[config.mk]
export PLATFORM = sky130hd
export DESIGN_NAME = gsst_div
export DESIGN_NICKNAME = d
export VERILOG_FILES = /design/src/sv/gsst_pkg.sv /design/src/sv/gsst_div.sv
export SDC_FILE = /design/constraint.sdc
export NUM_CORES = 1
export LEC_CHECK = 0
export ABC_AREA = 1
export BUFFER_PORTS_ARGS = -buffer_cell sky130_fd_sc_hd__buf_2
export CAP_MARGIN = 15
export CORE_UTILIZATION = 28
export DETAILED_ROUTE_END_ITERATION = 8
export HOLD_SLACK_MARGIN = 0.02
export PLACE_DENSITY_LB_ADDON = 0.08
export SYNTH_ARGS = -nofsm -noshare
export SYNTH_HDL_FRONTEND = slang
export SYNTH_SLANG_ARGS = --single-unit
[constraint.sdc]
create_clock -name clk -period 10.45 [get_ports clk]
set_clock_uncertainty 0.1 [all_clocks]
set_input_delay 0.5225 -clock clk [delete_from_list [all_inputs] [get_ports clk]]
set_output_delay 0.5225 -clock clk [all_outputs]
set_load 0.02 [all_outputs]
[src/sv/gsst_pkg.sv]
package gsst_pkg;

  localparam int GRID_ROWS_DEF = 64;
  localparam int GRID_COLS_DEF = 64;

  localparam int WORD_W  = 32;
  localparam int ROW_W   = 6;
  localparam int COL_W   = 6;
  localparam int MODE_W  = 2;
  localparam int ACC_W   = 67;
  localparam int MAG_W   = 66;
  localparam int S_DATA_W = 240;

  localparam logic [MODE_W-1:0] MODE_WRITE  = 2'd0;
  localparam logic [MODE_W-1:0] MODE_UPDATE = 2'd1;
  localparam logic [MODE_W-1:0] MODE_READ   = 2'd2;
  localparam logic [MODE_W-1:0] MODE_SPARE  = 2'd3;

  typedef enum logic [3:0] {
    ST_IDLE,
    ST_DECODE,
    ST_READ,
    ST_NBR_RD,
    ST_NBR_MUL,
    ST_NBR_ACC,
    ST_DIV_GO,
    ST_DIV,
    ST_DONE
  } state_t;

endpackage

[src/sv/gsst_div.sv]
module gsst_div (
  input  logic                        clk,
  input  logic                        rst,
  input  logic                        start,
  input  logic [gsst_pkg::MAG_W-1:0]  dividend,
  input  logic                        neg,
  input  logic [gsst_pkg::WORD_W-1:0] divisor,
  output logic                        done,
  output logic [gsst_pkg::WORD_W-1:0] result
);

  logic [gsst_pkg::MAG_W-1:0]  dvd;
  logic [gsst_pkg::WORD_W-1:0] dsr;
  logic [gsst_pkg::WORD_W-1:0] rem;
  logic [gsst_pkg::WORD_W-1:0] quo;
  logic                        sat;
  logic                        sign;
  logic [5:0]                  cnt;
  logic                        busy;

  logic [gsst_pkg::WORD_W:0]   r1;
  logic [gsst_pkg::WORD_W:0]   r2;
  logic [gsst_pkg::WORD_W-1:0] rem_next;
  logic [gsst_pkg::WORD_W-1:0] quo_next;
  logic                        sat_next;
  logic [gsst_pkg::WORD_W-1:0] q1;
  logic                        s1;
  logic [gsst_pkg::WORD_W-1:0] res_next;

  // two restoring steps a cycle, quotient clamps once it no longer fits a signed 32-bit result
  always_comb begin
    r1 = {rem, dvd[gsst_pkg::MAG_W-1]};
    s1 = sat | quo[gsst_pkg::WORD_W-1];
    q1 = {quo[gsst_pkg::WORD_W-2:0], 1'b0};
    if (r1 >= {1'b0, dsr}) begin
      r1 = r1 - {1'b0, dsr};
      q1[0] = 1'b1;
    end
    r2 = {r1[gsst_pkg::WORD_W-1:0], dvd[gsst_pkg::MAG_W-2]};
    sat_next = s1 | q1[gsst_pkg::WORD_W-1];
    quo_next = {q1[gsst_pkg::WORD_W-2:0], 1'b0};
    if (r2 >= {1'b0, dsr}) begin
      r2 = r2 - {1'b0, dsr};
      quo_next[0] = 1'b1;
    end
    rem_next = r2[gsst_pkg::WORD_W-1:0];
    if (sign) begin
      if (sat_next || quo_next[gsst_pkg::WORD_W-1]) begin
        res_next = {1'b1, {(gsst_pkg::WORD_W-1){1'b0}}};
      end else begin
        res_next = -quo_next;
      end
    end else begin
      if (sat_next || quo_next[gsst_pkg::WORD_W-1]) begin
        res_next = {1'b0, {(gsst_pkg::WORD_W-1){1'b1}}};
      end else begin
        res_next = quo_next;
      end
    end
  end

  always_ff @(posedge clk) begin
    if (rst) begin
      busy <= 1'b0;
      done <= 1'b0;
      cnt  <= '0;
    end else begin
      if (start) begin
        busy <= 1'b1;
        done <= 1'b0;
        cnt  <= 6'd32;
        dvd  <= dividend;
        dsr  <= divisor;
        sign <= neg;
        rem  <= '0;
        quo  <= '0;
        sat  <= 1'b0;
      end else if (busy) begin
        dvd  <= {dvd[gsst_pkg::MAG_W-3:0], 2'b00};
        rem  <= rem_next;
        quo  <= quo_next;
        sat  <= sat_next;
        cnt  <= cnt - 6'd1;
        done <= (cnt == 6'd0);
        if (cnt == 6'd0) begin
          busy   <= 1'b0;
          result <= res_next;
        end
      end else begin
        done <= 1'b0;
      end
    end
  end

endmodule

# [Word-level counts from Yosys, hierarchy flattened]
# Index checks and enable logic that the tools add are counted.
[classes] addsub=4 mul=0 div_mod_pow=0 n_lt_le_gt_ge=2 n_eq_ne=0 n_shift=0 muxes=17 n_bitwise=5 n_reduce_logical=8
[op_table] operator="two-way mux 32 bit" n=7
[op_table] operator="two-way mux 66 bit" n=2
[op_table] operator="greater-or-equal comparator 33 x 32 -> 1 bit" n=2
[op_table] operator="subtractor 32 bit" n=2
[op_table] operator="negator 32 bit" n=1
[op_table] operator="two-way mux 6 bit" n=2
[op_table] operator="logical NOT 6 bit" n=1
[op_table] operator="two-way mux 1 bit" n=6
[op_table] operator="subtractor 6 x 1 -> 6 bit (second input constant)" n=1
[op_table] operator="AND reduction 2 bit" n=2
[op_table] operator="AND reduction 4 bit" n=1
[op_table] operator="inverter 1 bit" n=3
[op_table] operator="OR reduction 3 bit" n=1
[op_table] operator="OR 1 bit" n=2
[op_table] operator="nonzero test 2 bit" n=1
[op_table] operator="OR reduction 2 bit" n=1
[op_table] operator="logical OR 1 bit" n=1
[word_totals] register_bits=204 latch_bits=0 mem_bits_rw=0 rom_bits=0 inputBits=102 wordCells=47 memories=0

# [Longest topological paths before layout]
[depth] word_depth=7 ltp_mapped=41 ltp_nobuf=39

# [Worst setup path after synthesis]
# Ideal clock, no wire load.
[synth_path] path_kind="input-to-reg" startpoint="input start" endpoint="register dvd[0] (netlist name) (enable)" setup_ps=668 arrival_time_ps=6968 required_time_ps=9682 slack_ps=2714 stages=2 path_buffers=0 cell_sequence="inv_2 > a21oi_1"
[synth_via] elab_chain_len=2
[synth_lines] element="from (decl)" line="gsst_div.sv:4" source="input logic start,"
[synth_lines] element="nonzero test 2 bit (no line)"
[synth_lines] element="AND reduction 2 bit (no line)"
[synth_lines] element="to (signal assigned)" line="gsst_div.sv:72" source="dvd <= dividend;"
[synth_lines] element="to (signal assigned)" line="gsst_div.sv:79" source="dvd <= {dvd[gsst_pkg::MAG_W-3:0], 2'b00};"
[synth_lines] element="to (decl)" line="gsst_div.sv:12" source="logic [gsst_pkg::MAG_W-1:0] dvd;"
# No other way between the ends.
# A chain may end at the register's enable or synchronous reset.

# [Final worst setup path]
[layout_path] startpoint="register dsr[8] (netlist name)" endpoint="register result[30] (netlist name) (data pin)"
[layout_via] elab_chain_len=7 elab_cells_between_ends=9
[layout_lines] element="from (decl)" line="gsst_div.sv:13" source="logic [gsst_pkg::WORD_W-1:0] dsr;"
[layout_lines] element="from (signal assigned)" line="gsst_div.sv:73" source="dsr <= divisor;"
[layout_lines] element="subtractor 32 bit / greater-or-equal comparator 33 x 32 -> 1 bit (equally long branches)" line="gsst_div.sv:36, gsst_div.sv:35"
[layout_lines] element="two-way mux 32 bit" line="gsst_div.sv:35" source="if (r1 >= {1'b0, dsr}) begin"
[layout_lines] element="greater-or-equal comparator 33 x 32 -> 1 bit" line="gsst_div.sv:42" source="if (r2 >= {1'b0, dsr}) begin"
[layout_lines] element="two-way mux 1 bit" line="gsst_div.sv:42"
[layout_lines] element="negator 32 bit *" line="gsst_div.sv:51" source="res_next = -quo_next;"
[layout_lines] element="two-way mux 32 bit *" line="gsst_div.sv:48" source="if (sat_next || quo_next[gsst_pkg::WORD_W-1]) begin"
[layout_lines] element="two-way mux 32 bit *" line="gsst_div.sv:47" source="if (sign) begin"
[layout_lines] element="via res_next, one bit" line="gsst_div.sv:28" source="logic [gsst_pkg::WORD_W-1:0] res_next;"
[layout_lines] element="to (signal assigned)" line="gsst_div.sv:87" source="result <= res_next;"
[layout_lines] element="to (decl)" line="gsst_div.sv:9" source="output logic [gsst_pkg::WORD_W-1:0] result"
# The timed path passes the listed nets; every way through them passes the cells marked *.

==> results.yml <==
finish:
  fillerInstances: 4955
  nNetsFinal: 1906
  drive_gt1_frac: 0.138
  final_cell_mix: "nand2_1 (491), edfxtp_1 (196), inv_1 (185)"
  final_area_sq_um: 15600
  antenna_cells: 0
  final_common_cell: "nand2_1"
  area_growth_pct: 19.6
  utilization: 0.341
clock_tree:
  cts_setup_buffers: 0
  cts_buffer_depth: 3
  cts_max_level: 1
  cts_tree: "done"
  clk_pin_slew_ns: 0.06
  cts-root-buf: "clkbuf_16"
  clock_sinks: 204
  numCtsBuffers: 27
  worstSkewPairLatency_ns: 0.57
grt:
  grt_start_max_net_pins: 89
  antenna_found_initial: 1
  grt_pass1_wl_mm: 62.5
  grt_usage: 0.168
  grt_overflow_total: 0
  grt_pass1_vias: 11300
route:
  drt_wl_total_mm: 39.5
  wire_per_inst_microns: 16.8
  drt_iter0_drc: 483
  dr_total_vias: 11000
  ant_nets: 0
  first_pass_iters: 5
  viasPerCell: 4.66
  drc_errors: 0
synthesis:
  synth_warnings: 0
  synthesis.nets: 1741
  async_flop_share: 0
  synth_edf_count: 196
  syn_avg_cell_area_sq_um: 8.30
  seq_area_frac_synth: 0.464
  synthesis.instances: 1570
  netlist-cell-type-count: 55
  syn_area_sq_um: 13000
  ys_ff_latch: 204
  ys.flop_type: "edfxtp_1"
place:
  place.port_buffers: 134
  place.gp.congestion: 0.898
  postPlaceCellArea_sq_um: 14400
  dp_hpwl_mm: 29.0
worst_hold_path:
  hold_path.class: "in2reg"
power:
  power_leakage_uw: 0.00693
  ir_drop_v: 0.000159
  power.density_nw_per_um2: 327
worst_setup_path:
  cp-end-kind: "flop"
  cpPeakStageDelay_ns: 0.60
  critPathRequiredTime_ns: 10.64
  path_common_cell: "nand2_1"
  critPathMaxFanout: 28
  critPathKind: "reg2reg"
  critical_path.slowest_cell: "nor2_2"
  cp.arrival_ns: 7.27
  startpoint_type: "flop"
timing:
  final_max_slew_viol_count: 0
  timing.hold.ws_ns: 0.0621
  setup_violations: 0
  rsz0062_at_grt: "no"
  hold_violations: 0
  timing.final.crit_share: 0.678
  worstMarginPinSlew_ns: 1.11
  slew-limit-headroom: 0.257
  fin_crit_ns: 7.08
  setup-tns-final_ns: 0
  clock.fmax_ghz: 0.141
floorplan:
  initial_utilization: 0.285
  fp.coreArea_sq_um: 45700
  dieHeight_microns: 218
  die_width_microns: 218
  rows: 78
  io_pins: 135
  dieArea_sq_um: 47400
flow_run:
  cap_violations: 0
outcome:
  outcome: "finished clean"
==> cell families (layout without fill, tap and decap cells) <==
group,Yosys count,count (layout),synth area share
compound gates,231,231,0.105
xor+xnor,68,68,0.0457
fa+ha+maj,69,69,0.0674
buf+inv,229,415,0.0683
flops,204,204,0.464
simple gates,769,769,0.249
==> stage by stage <==
stage,setup WS [ns],total power [uW],std cells
5_1_grt,2.57,5510,2356
3_5_place_dp,3.27,4120,2277
6_report,3.37,5090,2356
4_1_cts,3.21,5120,2356
3_3_place_gp,3.34,4150,2277
2_1_floorplan,2.71,3320,1570
==> routing by layer <==
layer	global-route usage	vias to the layer above	wire [microns]
met5	0	-	12
met4	0.0479	2	1090
met3	0.0301	63	1880
met2	0.263	231	17400
met1	0.234	5132	19200
li1	-	5551	-
==> cells in the mapped netlist (8+ instances only) <==
library cell  instances  area share
o21a_1               10      0.0058
o21ai_1              16      0.0061
ha_1                 67       0.064
o22ai_2               8      0.0077
nand3_1              50       0.019
xnor2_1              31       0.021
nand2_1             491        0.14
a31oi_1               8      0.0038
edfxtp_1            196        0.45
dfxtp_1               8       0.012
nor2_1              131       0.038
a21o_1               10      0.0058
inv_1               185       0.053
nand4_1              22       0.011
o21ai_0              71       0.027
nor4_1                9      0.0043
nor2_2                8      0.0038
xor2_1               37       0.025
nor3_1               17      0.0065
a21oi_1              79       0.030
clkbuf_1             25      0.0072
or2_2                 9      0.0043
==> registers in the layout (all words and copies together), names as in the netlist <==
name	cells
cnt	6
quo	32
dvd	66
done	1
sign	1
busy	1
dsr	32
rem	32
result	32
sat	1
==> final timing paths <==
| check | start | to | slack (ns) | cells after the start |
|---|---|---|---|---|
| setup / recovery | dsr[8] | result[30] | 3.37 | 37 |
| hold / removal | divisor[15] | dsr[15] | 0.06 | 1 |
| setup reg to reg | dsr[8] | result[30] | 3.37 | 37 |
| hold reg to reg | cnt[0] | cnt[0] | 0.37 | 2 |
==> layout make-up <==
cell class	instances	area (sq um)	share of cell area
clock inverters	10	119	0.00763
inverters	192	722	0.0464
flip-flops and latches	204	6050	0.388
repair buffers	173	1040	0.0667
clock buffers	40	785	0.0504
well taps	600	751	0.0482
multi-input cells	1137	6110	0.393
==> what timing repair did <==
| action | CTS | global route |
|---|---|---|
| hold buffers | 29 | 0 |
| endpoints found under the hold margin | 29 | 0 |
| resized for setup | 0 | 0 |
==> worst max-delay path, delay by kind of cell (launching register included) <==
family	cells	cell delay [ns]
fa+ha+maj	3	0.81
compound gates	4	0.86
buf+inv	6	0.87
flops	1	0.36
xor+xnor	1	0.18
simple gates	23	3.63
==> report_power, final <==
group	switching (uW)	total, uW	internal (uW)
combinational	1970	3000	1030
clock	380	950	569
sequential	60.1	1140	1080
Note: power is estimated with default switching activity, not from simulation.
